[src/mst_pkg.sv]
`timescale 1ns / 1ps
// ----------------------------------------------------------------------------
// Min-tracking stack package
// Shared types and codes for the stack cells and the top level.
// ----------------------------------------------------------------------------
package mst_pkg;

	// Operation codes carried by the func field of a request.
	localparam logic FUNC_PUSH = 1'b0;
	localparam logic FUNC_POP  = 1'b1;

	// Result status codes.
	typedef enum logic [1:0] {
		STATUS_OK        = 2'd0,
		STATUS_UNDERFLOW = 2'd1,
		STATUS_OVERFLOW  = 2'd2
	} status_t;

	// One stack entry: the stored value and the running minimum at its depth.
	typedef struct packed {
		logic signed [31:0] value;
		logic signed [31:0] minimum;
	} entry_t;

	// Shift controls broadcast to every cell of the chain.
	typedef struct packed {
		logic push;
		logic pop;
	} shift_ctl_t;

endpackage

[src/mst_cell.sv]
`timescale 1ns / 1ps
// ----------------------------------------------------------------------------
// Min-tracking stack cell
// One stack position. On a push it takes the entry of the cell above it, on a
// pop the entry of the cell below it, and otherwise it holds.
// ----------------------------------------------------------------------------
module mst_cell
	import mst_pkg::*;
(
	input  logic       clk,
	input  shift_ctl_t ctl,
	input  entry_t     from_above,
	input  entry_t     from_below,
	output entry_t     entry
);

	entry_t entry_q;

	// Shift the entry down on a push and up on a pop.
	always_ff @(posedge clk) begin
		if (ctl.push) begin
			entry_q <= from_above;
		end else if (ctl.pop) begin
			entry_q <= from_below;
		end
	end

	assign entry = entry_q;

endmodule

[config.mk]
export PLATFORM = sky130hd
export DESIGN_NAME = mst_cell
export DESIGN_NICKNAME = d
export VERILOG_FILES = /design/src/mst_pkg.sv /design/src/mst_cell.sv
export SDC_FILE = /design/constraint.sdc
export NUM_CORES = 1
export LEC_CHECK = 0
export BUFFER_PORTS_ARGS = -buffer_cell sky130_fd_sc_hd__buf_2
export CAP_MARGIN = 5
export CORE_MARGIN = 2
export CORE_UTILIZATION = 39
export CTS_BUF_LIST = sky130_fd_sc_hd__clkbuf_4 sky130_fd_sc_hd__clkbuf_8
export CTS_CLUSTER_DIAMETER = 50
export DETAILED_ROUTE_END_ITERATION = 12
export HOLD_SLACK_MARGIN = 0.15
export PLACE_DENSITY = 0.78
export SYNTH_ARGS = -nofsm -noshare
export SYNTH_HDL_FRONTEND = slang
export SYNTH_SLANG_ARGS = --single-unit
[constraint.sdc]
create_clock -name clk -period 2.6 [get_ports clk]
set_clock_uncertainty 0.1 [all_clocks]
set_input_delay 0.52 -clock clk [delete_from_list [all_inputs] [get_ports clk]]
set_output_delay 0.52 -clock clk [all_outputs]
set_load 0.05 [all_outputs]
==> insert_results.sql <==
INSERT INTO impl_metrics (metric_group, metric, value, unit) VALUES
('critical_path', 'timing.setup.critical_path_class', 'flop to output port', ''),
('job', 'maxCapViolCount', '0', ''),
('power_and_ir_drop', 'static-leakage-power', '1.99', 'nW'),
('die', 'die_x', '90.3', 'um'),
('finish', 'layout-drive-gt1-share', '80.9', '%'),
('finish', 'final_cell_area', '0.00415', 'mm^2'),
('synthesis', 'combinational_family_with_the_most_area_after_synthesis', 'multiplexers', ''),
('die', 'core_area', '0.00721', 'mm^2'),
('min_path', 'min_path_cells', '2', ''),
('synthesis', 'synth_commonest_cells', 'edfxtp_1 (64), mux2_4 (49), mux2_2 (15), buf_6 (6)', ''),
('clock_network', 'htree_num_levels', '3', ''),
('clock_network', 'clockRootBuffer', 'clkbuf_8', ''),
('timing', 'max_slew_headroom', '72.0', '%'),
('timing', 'finalWorstPathRequiredPeriod', '1.55', 'ns'),
('critical_path', 'cp_slowest_cell', 'edfxtp_1', ''),
('placed_design', 'post-place-ws', '0.833', 'ns'),
('critical_path', 'cp_cell_sequence', 'buf_2', ''),
('placed_design', 'dp.final_hpwl', '5520', 'um'),
('synthesis', 'synth_compound_area_share', '0', '%'),
('global_routing', 'globalRoute.totalOverflow', '0', ''),
('critical_path', 'worst_endpoint_required_time', '1.98', 'ns'),
('synthesis', 'synth_area_per_cell', '21.4', 'um^2'),
('timing', 'fmaxAchievable', '644', 'MHz'),
('synthesis', 'simple_gate_share_of_the_synthesized_area', '0.215', '%'),
('synthesis', 'synth_largest_type_area_fraction', '66.1', '%'),
('clock_network', 'cts_tree', 'done', ''),
('drt', 'via_count', '1977', ''),
('synthesis', 'synth.yosys.warnings', '0', ''),
('clock_network', 'cts.repair_timing.setup_buffer_count', '0', ''),
('finish', 'largest_register_ffs', '64', ''),
('global_routing', 'grtUsageTotal', '17.0', '%'),
('critical_path', 'worstPathMaxFanout', '1', ''),
('drt', 'drt-initial-drc-count', '25', ''),
('placed_design', 'placed_cell_area', '0.00397', 'mm^2'),
('clock_network', 'cts.sinks', '64', ''),
('synthesis', 'syn-instance-count', '136', ''),
('timing', 'setup-tns-final', '0', 'ns'),
('drt', 'antenna_left', '0', ''),
('synthesis', 'synth_xor_xnor_area_share', '0', '%'),
('synthesis', 'synth_async_sr_flop_share', '0', '%'),
('power_and_ir_drop', 'vdd.ir_drop.worst', '0.432', 'mV'),
('drt', 'drt_drc_violations_left', '0', ''),
('clock_network', 'max-clock-path-buffers', '2', ''),
('drt', 'detailedRoute.firstPassIterationCount', '4', ''),
('die', 'ports', '195', ''),
('timing', 'finalSetupViolCount', '0', ''),
('synthesis', 'most_numerous_cell_in_the_yosys_netlist', 'edfxtp_1', ''),
('clock_network', 'clk_pin_slew', '0.06', 'ns'),
('synthesis', 'synth.cell_area', '0.00291', 'mm^2'),
('critical_path', 'path_delay_family', 'flip-flops', ''),
('synthesis', 'synth_top_cell_by_area', 'edfxtp_1', ''),
('finish', 'design.final.nets', '469', ''),
('power_and_ir_drop', 'report.power.total', '0.00286', 'W'),
('timing', 'layout_worst_path_cycle_share', '59.7', '%'),
('global_routing', 'global_route_wire_length_before_repair', '10600', 'um'),
('finish', 'layout.cells.non_filler', '439', ''),
('timing', 'worstMarginPinSlew', '0.420', 'ns'),
('synthesis', 'mappedNetlistNets', '267', ''),
('critical_path', 'worst_path_largest_cell_delay', '0.38', 'ns'),
('synthesis', 'post_synth_mux_area_share', '31.1', '%'),
('global_routing', 'number_of_antenna_violations_at_the_first_check_in_global_routing', '0', ''),
('synthesis', 'synth_flop_cell', 'edfxtp_1', ''),
('critical_path', 'cp.buffers_inverters', '1', ''),
('power_and_ir_drop', 'power_per_unit_of_standard_cell_area', '691', 'mW/mm^2'),
('clock_network', 'cts.hold.buffers_added', '0', ''),
('die', 'fp.dieH', '90.3', 'um'),
('placed_design', 'buffer_ports.inserted', '194', ''),
('global_routing', 'grt_max_degree', '43', ''),
('synthesis', 'yosysSeqAreaShare', '66.1', '%'),
('outcome', 'status', 'complete, no violations', ''),
('timing', 'setup_repair_after_global_routing_missed_its_margin', 'false', '');
## placed cells by master, fill, tap and decap left out
master and count:
bufinv_16 1, buf_2 193, edfxtp_1 64, or2_2 1, buf_4 4, clkinv_1 1, mux2_2 15, clkbuf_4 2
buf_12 1, clkbuf_8 9, mux2_4 49
## cell families (layout without fill, tap and decap cells)
family        after synthesis  count (layout)
mux                        64              64
simple gates                1               1
flops                      64              64
buf+inv                     7             211
## power breakdown
group / total, W / internal [W] / switching, W / leakage, nW
Sequential: 0.00129 / 0.00127 / 0.0000276 / 0.652
Clock: 0.000778 / 0.000445 / 0.000333 / 0.0896
Combinational: 0.000790 / 0.000253 / 0.000538 / 1.25
Total: 0.00286 / 0.00197 / 0.000898 / 1.99
## stage by stage
| stage | utilization, % | hold WS [ns] |
|---|---|---|
| floorplan | - | 0.637 |
| global placement | 55.1 | 0.720 |
| detailed placement | 55.1 | 0.723 |
| CTS | 57.5 | 0.373 |
| global route | 57.5 | 0.374 |
| finish | 57.5 | 0.388 |
## worst max-delay path by stage
stage,startpoint,end,slack [ns],cells after the start
after global routing,entry[63],entry[63],1.0,1
final,entry[50],entry[50],1.05,1
after floorplan,ctl[1],entry[0],0.44,3
after CTS,entry[41],entry[41],1.02,1
after global placement,ctl[1],entry[61],0.87,3
after detailed placement,ctl[1],entry[6],0.83,3
## area by class of cell
class                      instances  area (um^2)
fill                             610         3070
tap                               99          124
multi-input combinational         65          911
sequential                        64         1920
clock buffer                      11          139
timing repair buffer             198         1020
clock inverter                     2         33.8
## metal layers
layer  global-route usage, %  share of wire [%]  up-vias
li1                        -                  -      935
met1                    16.2                 32      926
met2                    33.3                 58      100
met3                    4.59                6.7       16
met4                    8.33                2.7        0
met5                       0                  0        -
Note: power is estimated with default switching activity, not from simulation.
